[src/hdl/reflow_profile_sequencer_defines.svh]
// Assertion macros used by the reflow profile sequencer core.
`ifndef REFLOW_PROFILE_SEQUENCER_DEFINES_SVH
`define REFLOW_PROFILE_SEQUENCER_DEFINES_SVH

`ifndef NO_ASSERTIONS

// Same-cycle implication, sampled on clk, off during reset.
`define RPS_ASSERT_NOW(lbl, ante, cons) \
  lbl: assert property (@(posedge clk) disable iff (rst) (ante) |-> (cons)) \
    else $error("reflow sequencer check failed");

// Next-cycle implication, sampled on clk, off during reset.
`define RPS_ASSERT_NEXT(lbl, ante, cons) \
  lbl: assert property (@(posedge clk) disable iff (rst) (ante) |=> (cons)) \
    else $error("reflow sequencer check failed");

`else

`define RPS_ASSERT_NOW(lbl, ante, cons)
`define RPS_ASSERT_NEXT(lbl, ante, cons)

`endif

`endif

[src/hdl/rps_pkg.sv]
// Types, constants and helper functions of the reflow profile sequencer.
package rps_pkg;

  localparam int TEMP_W    = 14;
  localparam int LAG_W     = 13;
  localparam int CFG_T_W   = 24;
  localparam int TIME_W    = 32;
  localparam int DUTY_W    = 11;
  localparam int SOAK_N_W  = 25;
  localparam int SOAK_Q_W  = 9;
  localparam int SOAK_P_W  = 56;
  localparam int SOAK_SHIFT = 47;

  localparam logic signed [TEMP_W-1:0] TRIP_TEMP      = 14'sd4000;
  localparam logic signed [TEMP_W-1:0] COOL_DONE_TEMP = 14'sd1600;

  localparam logic [DUTY_W-1:0] FULL_DUTY = 11'd1024;
  localparam logic [DUTY_W-1:0] DUTY_MIN  = 11'd51;
  localparam logic [DUTY_W-1:0] DUTY_MAX  = 11'd512;
  localparam logic [DUTY_W-1:0] DUTY_OFF  = 11'd0;

  // Soak duty is floor(64*(6250*s - 5853368)/3297925). Below SOAK_S_LO it clamps
  // to the minimum, above SOAK_S_HI to the maximum; in between the division
  // is an exact multiply by ceil(2^53/3297925) followed by a shift.
  localparam logic signed [TEMP_W-1:0] SOAK_S_LO = 14'sd1358;
  localparam logic signed [TEMP_W-1:0] SOAK_S_HI = 14'sd5157;
  localparam logic signed [31:0] SOAK_SLOPE  = 32'sd6250;
  localparam logic signed [31:0] SOAK_OFFSET = 32'sd5853368;
  localparam logic [31:0] SOAK_RECIP = 32'd2731171648;

  localparam logic signed [TEMP_W-1:0] SOAK_TARGET_RST   = 14'sd2400;
  localparam logic signed [TEMP_W-1:0] REFLOW_TARGET_RST = 14'sd3680;
  localparam logic signed [LAG_W-1:0]  LAG_OFFSET_RST    = 13'sd1040;
  localparam logic [CFG_T_W-1:0] SOAK_TIME_RST   = 24'd90000;
  localparam logic [CFG_T_W-1:0] REFLOW_TIME_RST = 24'd60000;
  localparam logic [CFG_T_W-1:0] BOOST_TIME_RST  = 24'd30000;

  typedef enum logic [1:0] {
    MODE_UPDATE = 2'd0,
    MODE_START  = 2'd1,
    MODE_STOP   = 2'd2
  } mode_t;

  typedef enum logic [2:0] {
    PH_IDLE    = 3'd0,
    PH_PREHEAT = 3'd1,
    PH_SOAK    = 3'd2,
    PH_REFLOW  = 3'd3,
    PH_COOL    = 3'd4
  } phase_t;

  typedef enum logic [2:0] {
    REG_SOAK_TARGET   = 3'd0,
    REG_REFLOW_TARGET = 3'd1,
    REG_LAG_OFFSET    = 3'd2,
    REG_SOAK_TIME     = 3'd3,
    REG_REFLOW_TIME   = 3'd4,
    REG_BOOST_TIME    = 3'd5
  } reg_idx_t;

  typedef struct packed {
    logic [SOAK_N_W-1:0] n;
    logic                lo;
    logic                hi;
  } soak_prep_t;

  typedef struct packed {
    logic signed [TEMP_W-1:0] soak_target;
    logic signed [TEMP_W-1:0] reflow_target;
    logic signed [LAG_W-1:0]  lag_offset;
    logic [CFG_T_W-1:0]       soak_time_ms;
    logic [CFG_T_W-1:0]       reflow_time_ms;
    logic [CFG_T_W-1:0]       boost_time_ms;
    soak_prep_t               soak;
  } cfg_t;

  // Linear numerator and range flags of the soak duty, taken at reset and when the target is written.
  function automatic soak_prep_t soak_prep(input logic signed [TEMP_W-1:0] s);
    logic signed [31:0] lin;
    soak_prep_t r;
    lin  = $signed(32'(s)) * SOAK_SLOPE - SOAK_OFFSET;
    r.n  = lin[SOAK_N_W-1:0];
    r.lo = s < SOAK_S_LO;
    r.hi = s > SOAK_S_HI;
    return r;
  endfunction

endpackage

[src/hdl/rps_cfg_regs.sv]
// Configuration register bank with its APB-style access port.
module rps_cfg_regs
  import rps_pkg::*;
(
  input  logic        clk,
  input  logic        rst,
  input  logic        psel,
  input  logic        penable,
  input  logic        pwrite,
  input  logic [4:0]  paddr,
  input  logic [31:0] pwdata,
  output logic [31:0] prdata,
  output logic        pready,
  output cfg_t        cfg
);

  logic signed [TEMP_W-1:0] soak_target;
  logic signed [TEMP_W-1:0] reflow_target;
  logic signed [LAG_W-1:0]  lag_offset;
  logic [CFG_T_W-1:0]       soak_time_ms;
  logic [CFG_T_W-1:0]       reflow_time_ms;
  logic [CFG_T_W-1:0]       boost_time_ms;
  soak_prep_t               soak;
  logic                     wr_en;
  reg_idx_t                 idx;

  assign pready = 1'b1;
  assign wr_en  = psel && penable && pwrite && pready;
  assign idx    = reg_idx_t'(paddr[4:2]);

  always_ff @(posedge clk) begin
    if (rst) begin
      soak_target    <= SOAK_TARGET_RST;
      reflow_target  <= REFLOW_TARGET_RST;
      lag_offset     <= LAG_OFFSET_RST;
      soak_time_ms   <= SOAK_TIME_RST;
      reflow_time_ms <= REFLOW_TIME_RST;
      boost_time_ms  <= BOOST_TIME_RST;
      soak           <= soak_prep(SOAK_TARGET_RST);
    end else if (wr_en) begin
      unique case (idx)
        REG_SOAK_TARGET: begin
          soak_target <= pwdata[TEMP_W-1:0];
          soak        <= soak_prep(pwdata[TEMP_W-1:0]);
        end
        REG_REFLOW_TARGET: reflow_target  <= pwdata[TEMP_W-1:0];
        REG_LAG_OFFSET:    lag_offset     <= pwdata[LAG_W-1:0];
        REG_SOAK_TIME:     soak_time_ms   <= pwdata[CFG_T_W-1:0];
        REG_REFLOW_TIME:   reflow_time_ms <= pwdata[CFG_T_W-1:0];
        REG_BOOST_TIME:    boost_time_ms  <= pwdata[CFG_T_W-1:0];
        default: ;
      endcase
    end
  end

  always_comb begin
    unique case (idx)
      REG_SOAK_TARGET:   prdata = {{(32-TEMP_W){soak_target[TEMP_W-1]}}, soak_target};
      REG_REFLOW_TARGET: prdata = {{(32-TEMP_W){reflow_target[TEMP_W-1]}}, reflow_target};
      REG_LAG_OFFSET:    prdata = {{(32-LAG_W){lag_offset[LAG_W-1]}}, lag_offset};
      REG_SOAK_TIME:     prdata = {{(32-CFG_T_W){1'b0}}, soak_time_ms};
      REG_REFLOW_TIME:   prdata = {{(32-CFG_T_W){1'b0}}, reflow_time_ms};
      REG_BOOST_TIME:    prdata = {{(32-CFG_T_W){1'b0}}, boost_time_ms};
      default:           prdata = '0;
    endcase
  end

  always_comb begin
    cfg.soak_target    = soak_target;
    cfg.reflow_target  = reflow_target;
    cfg.lag_offset     = lag_offset;
    cfg.soak_time_ms   = soak_time_ms;
    cfg.reflow_time_ms = reflow_time_ms;
    cfg.boost_time_ms  = boost_time_ms;
    cfg.soak           = soak;
  end

endmodule

[src/hdl/rps_soak_duty.sv]
// Soak duty from the prepared soak target: reciprocal multiply and clamp.
module rps_soak_duty
  import rps_pkg::*;
(
  input  soak_prep_t        soak,
  output logic [DUTY_W-1:0] duty
);

  logic [SOAK_P_W-1:0] prod;
  logic [SOAK_Q_W-1:0] q;

  // Only meaningful inside the unclamped range; the flags override it elsewhere.
  assign prod = SOAK_P_W'(soak.n) * SOAK_P_W'(SOAK_RECIP);
  assign q    = prod[SOAK_SHIFT +: SOAK_Q_W];

  always_comb begin
    priority if (soak.lo) begin
      duty = DUTY_MIN;
    end else if (soak.hi) begin
      duty = DUTY_MAX;
    end else if (DUTY_W'(q) < DUTY_MIN) begin
      duty = DUTY_MIN;
    end else begin
      duty = DUTY_W'(q);
    end
  end

endmodule

[src/hdl/rps_core.sv]
// Event register, phase sequencer state and result register.
`include "reflow_profile_sequencer_defines.svh"

module rps_core
  import rps_pkg::*;
(
  input  logic              clk,
  input  logic              rst,
  input  cfg_t              cfg,
  input  logic [DUTY_W-1:0] soak_duty,
  input  logic              s_tvalid,
  output logic              s_tready,
  input  logic [47:0]       s_tdata,
  input  logic [1:0]        s_tuser,
  output logic              m_tvalid,
  input  logic              m_tready,
  output logic [23:0]       m_tdata
);

  // Event register
  logic                     in_valid;
  mode_t                    in_mode;
  logic signed [TEMP_W-1:0] in_temp;
  logic [TIME_W-1:0]        in_now;

  // Sequencer state
  logic              active;
  phase_t            phase;
  logic [TIME_W-1:0] phase_start;
  logic [DUTY_W-1:0] duty;
  logic              heater_on;

  logic              active_next;
  phase_t            phase_next;
  logic [TIME_W-1:0] phase_start_next;
  logic [DUTY_W-1:0] duty_next;
  logic              heater_next;
  logic              trip_c;
  logic              rej_c;
  logic              done_c;

  // Result register
  logic              out_valid;
  phase_t            out_phase;
  logic              out_running;
  logic              out_heater;
  logic [DUTY_W-1:0] out_duty;
  logic              out_trip;
  logic              out_rej;
  logic              out_done;

  logic                     adv;
  logic [TIME_W-1:0]        dur;
  logic signed [TEMP_W:0]   soak_thr;
  logic signed [TEMP_W:0]   reflow_thr;
  logic                     start_ok;
  logic                     trip_hit;
  logic                     to_soak;
  logic                     soak_over;
  logic                     reflow_over;
  logic                     boost;
  logic                     cool_done;

  assign adv      = in_valid && (!out_valid || m_tready);
  assign s_tready = !in_valid || adv;

  always_ff @(posedge clk) begin
    if (rst) begin
      in_valid <= 1'b0;
    end else if (s_tready) begin
      in_valid <= s_tvalid;
    end
  end

  always_ff @(posedge clk) begin
    if (s_tvalid && s_tready) begin
      in_mode <= mode_t'(s_tuser);
      in_temp <= s_tdata[TEMP_W-1:0];
      in_now  <= s_tdata[TEMP_W +: TIME_W];
    end
  end

  assign dur        = in_now - phase_start;
  assign soak_thr   = (TEMP_W+1)'(cfg.soak_target) - (TEMP_W+1)'(cfg.lag_offset);
  assign reflow_thr = (TEMP_W+1)'(cfg.reflow_target) - (TEMP_W+1)'(cfg.lag_offset);
  assign start_ok   = (cfg.soak_target > 0) && (cfg.reflow_target > 0);
  assign trip_hit   = in_temp > TRIP_TEMP;
  assign to_soak    = (TEMP_W+1)'(in_temp) >= soak_thr;
  assign soak_over  = dur >= TIME_W'(cfg.soak_time_ms);
  assign reflow_over = dur >= TIME_W'(cfg.reflow_time_ms);
  assign boost      = ((TEMP_W+1)'(in_temp) < reflow_thr) && (dur < TIME_W'(cfg.boost_time_ms));
  assign cool_done  = in_temp < COOL_DONE_TEMP;

  // Next phase and run flag
  always_comb begin
    phase_next  = phase;
    active_next = active;
    unique case (in_mode)
      MODE_START: begin
        if (start_ok) begin
          active_next = 1'b1;
          phase_next  = PH_PREHEAT;
        end
      end
      MODE_STOP: begin
        active_next = 1'b0;
        phase_next  = PH_IDLE;
      end
      MODE_UPDATE: begin
        if (active) begin
          if (trip_hit) begin
            active_next = 1'b0;
            phase_next  = PH_IDLE;
          end else begin
            unique case (phase)
              PH_PREHEAT: if (to_soak) phase_next = PH_SOAK;
              PH_SOAK:    if (soak_over) phase_next = PH_REFLOW;
              PH_REFLOW:  if (reflow_over) phase_next = PH_COOL;
              PH_COOL: begin
                if (cool_done) begin
                  active_next = 1'b0;
                  phase_next  = PH_IDLE;
                end
              end
              default: ;
            endcase
          end
        end
      end
      default: ;
    endcase
  end

  // Heater, duty, phase timestamp and event flags
  always_comb begin
    duty_next        = duty;
    heater_next      = heater_on;
    phase_start_next = phase_start;
    trip_c           = 1'b0;
    rej_c            = 1'b0;
    done_c           = 1'b0;
    unique case (in_mode)
      MODE_START: begin
        if (start_ok) begin
          heater_next      = 1'b1;
          duty_next        = FULL_DUTY;
          phase_start_next = in_now;
        end else begin
          rej_c = 1'b1;
        end
      end
      MODE_STOP: begin
        heater_next = 1'b0;
        duty_next   = DUTY_OFF;
      end
      MODE_UPDATE: begin
        if (active) begin
          if (trip_hit) begin
            heater_next = 1'b0;
            duty_next   = DUTY_OFF;
            trip_c      = 1'b1;
          end else begin
            unique case (phase)
              PH_PREHEAT: begin
                if (to_soak) begin
                  phase_start_next = in_now;
                end else begin
                  duty_next = FULL_DUTY;
                end
              end
              PH_SOAK: begin
                if (soak_over) begin
                  phase_start_next = in_now;
                  duty_next        = FULL_DUTY;
                end else begin
                  duty_next = soak_duty;
                end
              end
              PH_REFLOW: begin
                if (reflow_over) begin
                  phase_start_next = in_now;
                  heater_next      = 1'b0;
                  duty_next        = DUTY_OFF;
                end else begin
                  duty_next = boost ? FULL_DUTY : DUTY_OFF;
                end
              end
              PH_COOL: begin
                if (cool_done) begin
                  heater_next = 1'b0;
                  duty_next   = DUTY_OFF;
                  done_c      = 1'b1;
                end
              end
              default: ;
            endcase
          end
        end
      end
      default: ;
    endcase
  end

  always_ff @(posedge clk) begin
    if (rst) begin
      active      <= 1'b0;
      phase       <= PH_IDLE;
      phase_start <= '0;
      duty        <= DUTY_OFF;
      heater_on   <= 1'b0;
    end else if (adv) begin
      active      <= active_next;
      phase       <= phase_next;
      phase_start <= phase_start_next;
      duty        <= duty_next;
      heater_on   <= heater_next;
    end
  end

  always_ff @(posedge clk) begin
    if (rst) begin
      out_valid <= 1'b0;
    end else if (adv) begin
      out_valid <= 1'b1;
    end else if (m_tready) begin
      out_valid <= 1'b0;
    end
  end

  always_ff @(posedge clk) begin
    if (adv) begin
      out_phase   <= phase_next;
      out_running <= active_next;
      out_heater  <= heater_next;
      out_duty    <= duty_next;
      out_trip    <= trip_c;
      out_rej     <= rej_c;
      out_done    <= done_c;
    end
  end

  assign m_tvalid = out_valid;
  assign m_tdata  = {5'b0, out_done, out_rej, out_trip, out_duty, out_heater,
                     out_running, out_phase};

  `RPS_ASSERT_NOW(a_active_matches_phase, 1'b1, active == (phase != PH_IDLE))
  `RPS_ASSERT_NOW(a_heater_off_no_duty, !heater_on, duty == DUTY_OFF)
  `RPS_ASSERT_NOW(a_duty_in_range, 1'b1, duty <= FULL_DUTY)
  `RPS_ASSERT_NOW(a_trip_ends_run, out_valid && out_trip,
                  !out_running && (out_phase == PH_IDLE) && !out_heater)
  `RPS_ASSERT_NEXT(a_reject_keeps_state, adv && rej_c,
                   $stable(phase) && $stable(active) && $stable(duty))

endmodule

[src/hdl/reflow_profile_sequencer.sv]
// Reflow oven profile sequencer: event stream in, heater command stream out.
//
// Each request on the s_ side is one event: tuser carries the kind (update,
// start or stop), tdata the temperature sample and the millisecond time.
// Each event yields exactly one result on the m_ side: the phase, run flag,
// heater enable and duty after the event, plus trip, reject and run-complete
// flags. Thresholds and phase lengths sit in the APB register bank and are to be
// written between runs of traffic by the user; the block does not enforce it.
//
// An event is registered on acceptance, and its result is registered in the
// result register as the event advances, unless the receiver stalls. One
// event per cycle is sustained while the receiver is ready; the rate is set
// by the single compare-and-update pass over the sequencer state between the
// two registers. When the receiver stalls, the held result waits in the
// output register and one more event is taken into the event register
// before s_tready drops. Synchronous reset restores the register defaults,
// clears both stages and puts the sequencer idle with the heater off.
module reflow_profile_sequencer
  import rps_pkg::*;
(
  input  logic        clk,
  input  logic        rst,
  input  logic        psel,
  input  logic        penable,
  input  logic        pwrite,
  input  logic [4:0]  paddr,
  input  logic [31:0] pwdata,
  output logic [31:0] prdata,
  output logic        pready,
  input  logic        s_tvalid,
  output logic        s_tready,
  input  logic [47:0] s_tdata,   // temperature[13:0], now_ms[45:14], zero pad
  input  logic [1:0]  s_tuser,   // mode[1:0]
  output logic        m_tvalid,
  input  logic        m_tready,
  output logic [23:0] m_tdata    // phase[2:0], running[3], heater_enable[4],
                                 // duty[15:5], emergency_trip[16],
                                 // start_rejected[17], run_complete[18], zero pad
);

  cfg_t              cfg;
  logic [DUTY_W-1:0] soak_duty;

  rps_cfg_regs u_cfg (
    .clk     (clk),
    .rst     (rst),
    .psel    (psel),
    .penable (penable),
    .pwrite  (pwrite),
    .paddr   (paddr),
    .pwdata  (pwdata),
    .prdata  (prdata),
    .pready  (pready),
    .cfg     (cfg)
  );

  rps_soak_duty u_soak (
    .soak (cfg.soak),
    .duty (soak_duty)
  );

  rps_core u_core (
    .clk       (clk),
    .rst       (rst),
    .cfg       (cfg),
    .soak_duty (soak_duty),
    .s_tvalid  (s_tvalid),
    .s_tready  (s_tready),
    .s_tdata   (s_tdata),
    .s_tuser   (s_tuser),
    .m_tvalid  (m_tvalid),
    .m_tready  (m_tready),
    .m_tdata   (m_tdata)
  );

endmodule

[config.mk]
export PLATFORM = sky130hd
export DESIGN_NAME = reflow_profile_sequencer
export DESIGN_NICKNAME = d
export VERILOG_FILES = /design/src/hdl/rps_pkg.sv /design/src/hdl/rps_cfg_regs.sv /design/src/hdl/rps_soak_duty.sv /design/src/hdl/rps_core.sv /design/src/hdl/reflow_profile_sequencer.sv
export VERILOG_INCLUDE_DIRS = /design/src /design/src/hdl
export SDC_FILE = /design/constraint.sdc
export NUM_CORES = 2
export LEC_CHECK = 0
export BUFFER_PORTS_ARGS = -buffer_cell sky130_fd_sc_hd__clkbuf_2
export CAP_MARGIN = 20
export CORE_AREA = 2 2 230 232
export CTS_CLUSTER_DIAMETER = 30
export DETAILED_ROUTE_END_ITERATION = 7
export DIE_AREA = 0 0 232 234
export HOLD_SLACK_MARGIN = 0.03
export PLACE_DENSITY = 0.77
export RECOVER_POWER = 50
export SETUP_SLACK_MARGIN = 0.2
export SYNTH_ARGS = -nofsm -noshare
export SYNTH_HDL_FRONTEND = slang
export SYNTH_SLANG_ARGS = --single-unit
[constraint.sdc]
create_clock -name clk -period 6.4 [get_ports clk]
set_clock_uncertainty 0.1 [all_clocks]
set_input_delay 0.32 -clock clk [delete_from_list [all_inputs] [get_ports clk]]
set_output_delay 0.32 -clock clk [all_outputs]
set_load 0.02 [all_outputs]
==> impl_results.md <==
* Area Growth Syn to Fin at 19.5%
* IO Pins at 153
* DRC at 0
* Vias in the first global route at 24790
* CP max stage delay at 0.62 ns
* Startpoint Class: flop
* Post-DP Area at 32300 um^2
* GP Congestion at 0.986
* Post-route design area at 35500 um^2
* Setup CP Type: reg -> reg
* HPWL after DPL at 65200 um
* Filler cell count at 3949
* Clock H-tree levels at 2
* Pleak at 16.6 nW
* CP max FO at 4
* Data arrival time of the critical path at 7.26 ns
* CTS tree: built
* Synthesized flop and latch total at 254
* All-Layer GR Usage at 31.2%
* Worst slew margin at -103%
* Period utilization at 107%
* Netlist area before placement at 29700 um^2
* Row count at 84
* Share of cells above drive strength 1 at 14.4%
* Most common cell in the synthesized netlist: inv_1
* WP buf/inv at 6
* Routed vias at 25122
* Antenna violations before repair at 1
* Reg2Reg Setup Slack at -0.45 ns
* First-pass GRT wire length at 133000 um
* Initial core utilization at 57.1%
* Slowest-stage cell, CP: fa_2
* Core ar. at 52000 um^2
* Final worst setup slack at -0.450 ns
* Warnings from Yosys at 0
* Die Width at 232 um
* # setup viols final at 15
* Clock root buffer: clkbuf_16
* Largest net degree at the start of global routing at 103
* CP most frequent cell: fa_1
* Levels on crit path at 25
* RSZ-0062 raised after global routing: yes
* Die Ht at 234 um
* Slew Limit Fails at 158
* # port buffers at 134
* Critical path endpoint category: flop
* Reg2reg path depth at 25
* Status: complete, but fails checks
* Number of nets in the layout at 4548
* Hold WS at 0.0440 ns
* Vias per cell at 5.70
* Synth Area per Inst at 8.89 um^2
* Synth Instances at 3339
* Average wire per standard cell at 19.2 um
* Failing checks: capacitance limit, slew limit, setup timing
* Worst-Margin Slew at 3.05 ns
* Post-synth top area share at 21.7%
* Clk buf depth at 3
* Cell taking the most area after synthesis: ha_1
* Detailed Route Iter0 Violations at 2503
* Hold depth at 3
* Post-synth top flop: dfxtp_1
* Clock Sink Count at 254
* Fin. Hold Viols at 0
* CP top delay family: adder cells
* Post-synth EDFFs at 67
* Max-Cap Viols at 4
* Worst hold path class: in -> reg
* Reg clk slew, reported paths at 0.05 ns
* Ranking of synthesized cells by area: ha_1 22%, fa_1 18%, dfxtp_1 13%
* Total CTS buffers at 60
* Power per cell area at 382 nW/um^2
* Maximum vdd drop at 0.000441 V
* Die ar. at 54300 um^2
* Total gr overflow at 0
* Seq/Total Area, Yosys at 19.4%
* Routed Antenna Nets at 0
* Yosys cell types at 86
* Asr flop ratio synth at 0%
* Worst-Skew Late Latency at 0.65 ns
* F_max at 146 MHz
* Synth top cells by count: 641 x inv_1, 515 x ha_1, 324 x nand2_1, 270 x fa_1, 237 x a21oi_1
* Tmin final at 6.85 ns
* Total wire length at 84700 um
* Req. time, crit path at 6.81 ns
* DR pass1 iterations at 6
## layout make-up
cell class	count	area, um^2	area share, %
Tap cell	688	861	2.43
Clock buffer	73	1650	4.66
Sequential cell	254	5810	16.4
Inverter	643	2410	6.80
Clock inverter	40	562	1.58
Antenna cell	1	2.50	0.00705
Timing Repair Buffer	378	2660	7.49
Multi-Input combinational cell	2332	21500	60.6
## per-layer routing
layer  GRT usage (%)  wire, um  vias up
li1                -         -    11835
met1            42.5     36300    11981
met2            50.5     38200     1083
met3            5.50      7140      221
met4            10.4      3050        2
met5               0        13        -
## registers in the layout (all words and copies together), names as in the netlist, 3 cells and up
name	cells
u_core.out_duty	11
u_core.phase_start	32
u_core.in_now	32
u_core.phase	3
u_core.in_temp	14
u_core.out_phase	3
u_cfg.cfg	24
u_cfg.soak_time_ms	24
u_cfg.boost_time_ms	24
u_cfg.lag_offset	13
u_core.duty	11
u_cfg.reflow_target	14
u_cfg.soak_target	14
u_cfg.reflow_time_ms	24
## report_power, final
| part | internal, mW | switching, mW |
|---|---|---|
| registers | 1.69 | 0.0347 |
| clock network | 2.27 | 1.05 |
| logic | 3.71 | 4.78 |
| total | 7.68 | 5.87 |
## layout by cell type, fill, tap and decap left out, drive strengths merged, types with 16 or more instances in the layout
master and count:
nand2 326, dfxtp 187, dlygate4sd3 63, xor2 28
buf 177, nor3 30, nand3 27, clkbuf 211
nor2 167, a21oi 237, o21ai 102, nand2b 27
mux2i 63, nor2b 17, fa 270, o211ai 16
o221ai 18, o21a 29, ha 515, a21o 44
nor4 17, a211oi 28, a211o 34, xnor2 71
clkinv 22, nand4 31, inv 643, edfxtp 67
or3 24
## worst paths after layout
path	start	endpoint
max reg2reg	u_cfg.cfg[24]	u_core.duty[1]
min	pwdata[12]	u_cfg.reflow_target[12]
max	u_cfg.cfg[24]	u_core.duty[1]
min reg2reg	u_cfg.reflow_time_ms[3]	u_cfg.reflow_time_ms[3]
## worst reg2reg max path, cell delays in order (launching register included)
cell,delay [ns]
dfxtp_4,0.35
fa_2,0.62
inv_2,0.05
fa_1,0.48
inv_1,0.06
fa_1,0.48
fa_1,0.56
fa_1,0.45
fa_1,0.54
inv_1,0.05
fa_1,0.49
inv_2,0.05
ha_4,0.27
nand2_1,0.05
nor4_1,0.27
a2bb2oi_1,0.28
buf_4,0.17
and3_4,0.23
nor3_4,0.07
mux2i_2,0.19
a21oi_2,0.16
buf_4,0.14
a21oi_4,0.07
nor3_1,0.24
and3b_1,0.21
o22a_1,0.16
## timing repair
action                                 CTS  global route
setup endpoints to repair               17            23
pin swaps                               29            16
gates cloned                             0             0
resized for setup                       25            48
hold buffers                            63             0
endpoints found under the hold margin   86             0
setup buffers                            7             6
## cell families after synthesis
family,Yosys count,share of synthesized area (%)
buf+inv,757,9.91
xor+xnor,99,2.92
simple gates,736,11.5
fa+ha+maj,785,39.9
flops,254,19.4
compound gates,640,14.1
mux,66,2.24
other cells,2,0.0253
## metrics by stage
step / worst slack, ns / TNS, ns / std cells / utilization, % / total power, mW
after floorplan: -0.0547 / -0.0547 / 3343 / - / 7.27
after global placement: -0.366 / -3.35 / 4218 / 62.1 / 9.26
after detailed placement: -0.473 / -4.34 / 4218 / 62.1 / 9.49
after CTS: -0.395 / -4.14 / 4401 / 67.9 / 13.1
after global routing: -0.670 / -7.77 / 4408 / 68.2 / 14.6
final: -0.450 / -4.49 / 4409 / 68.2 / 13.5
No activity file was read; power rests on OpenSTA's default activity.
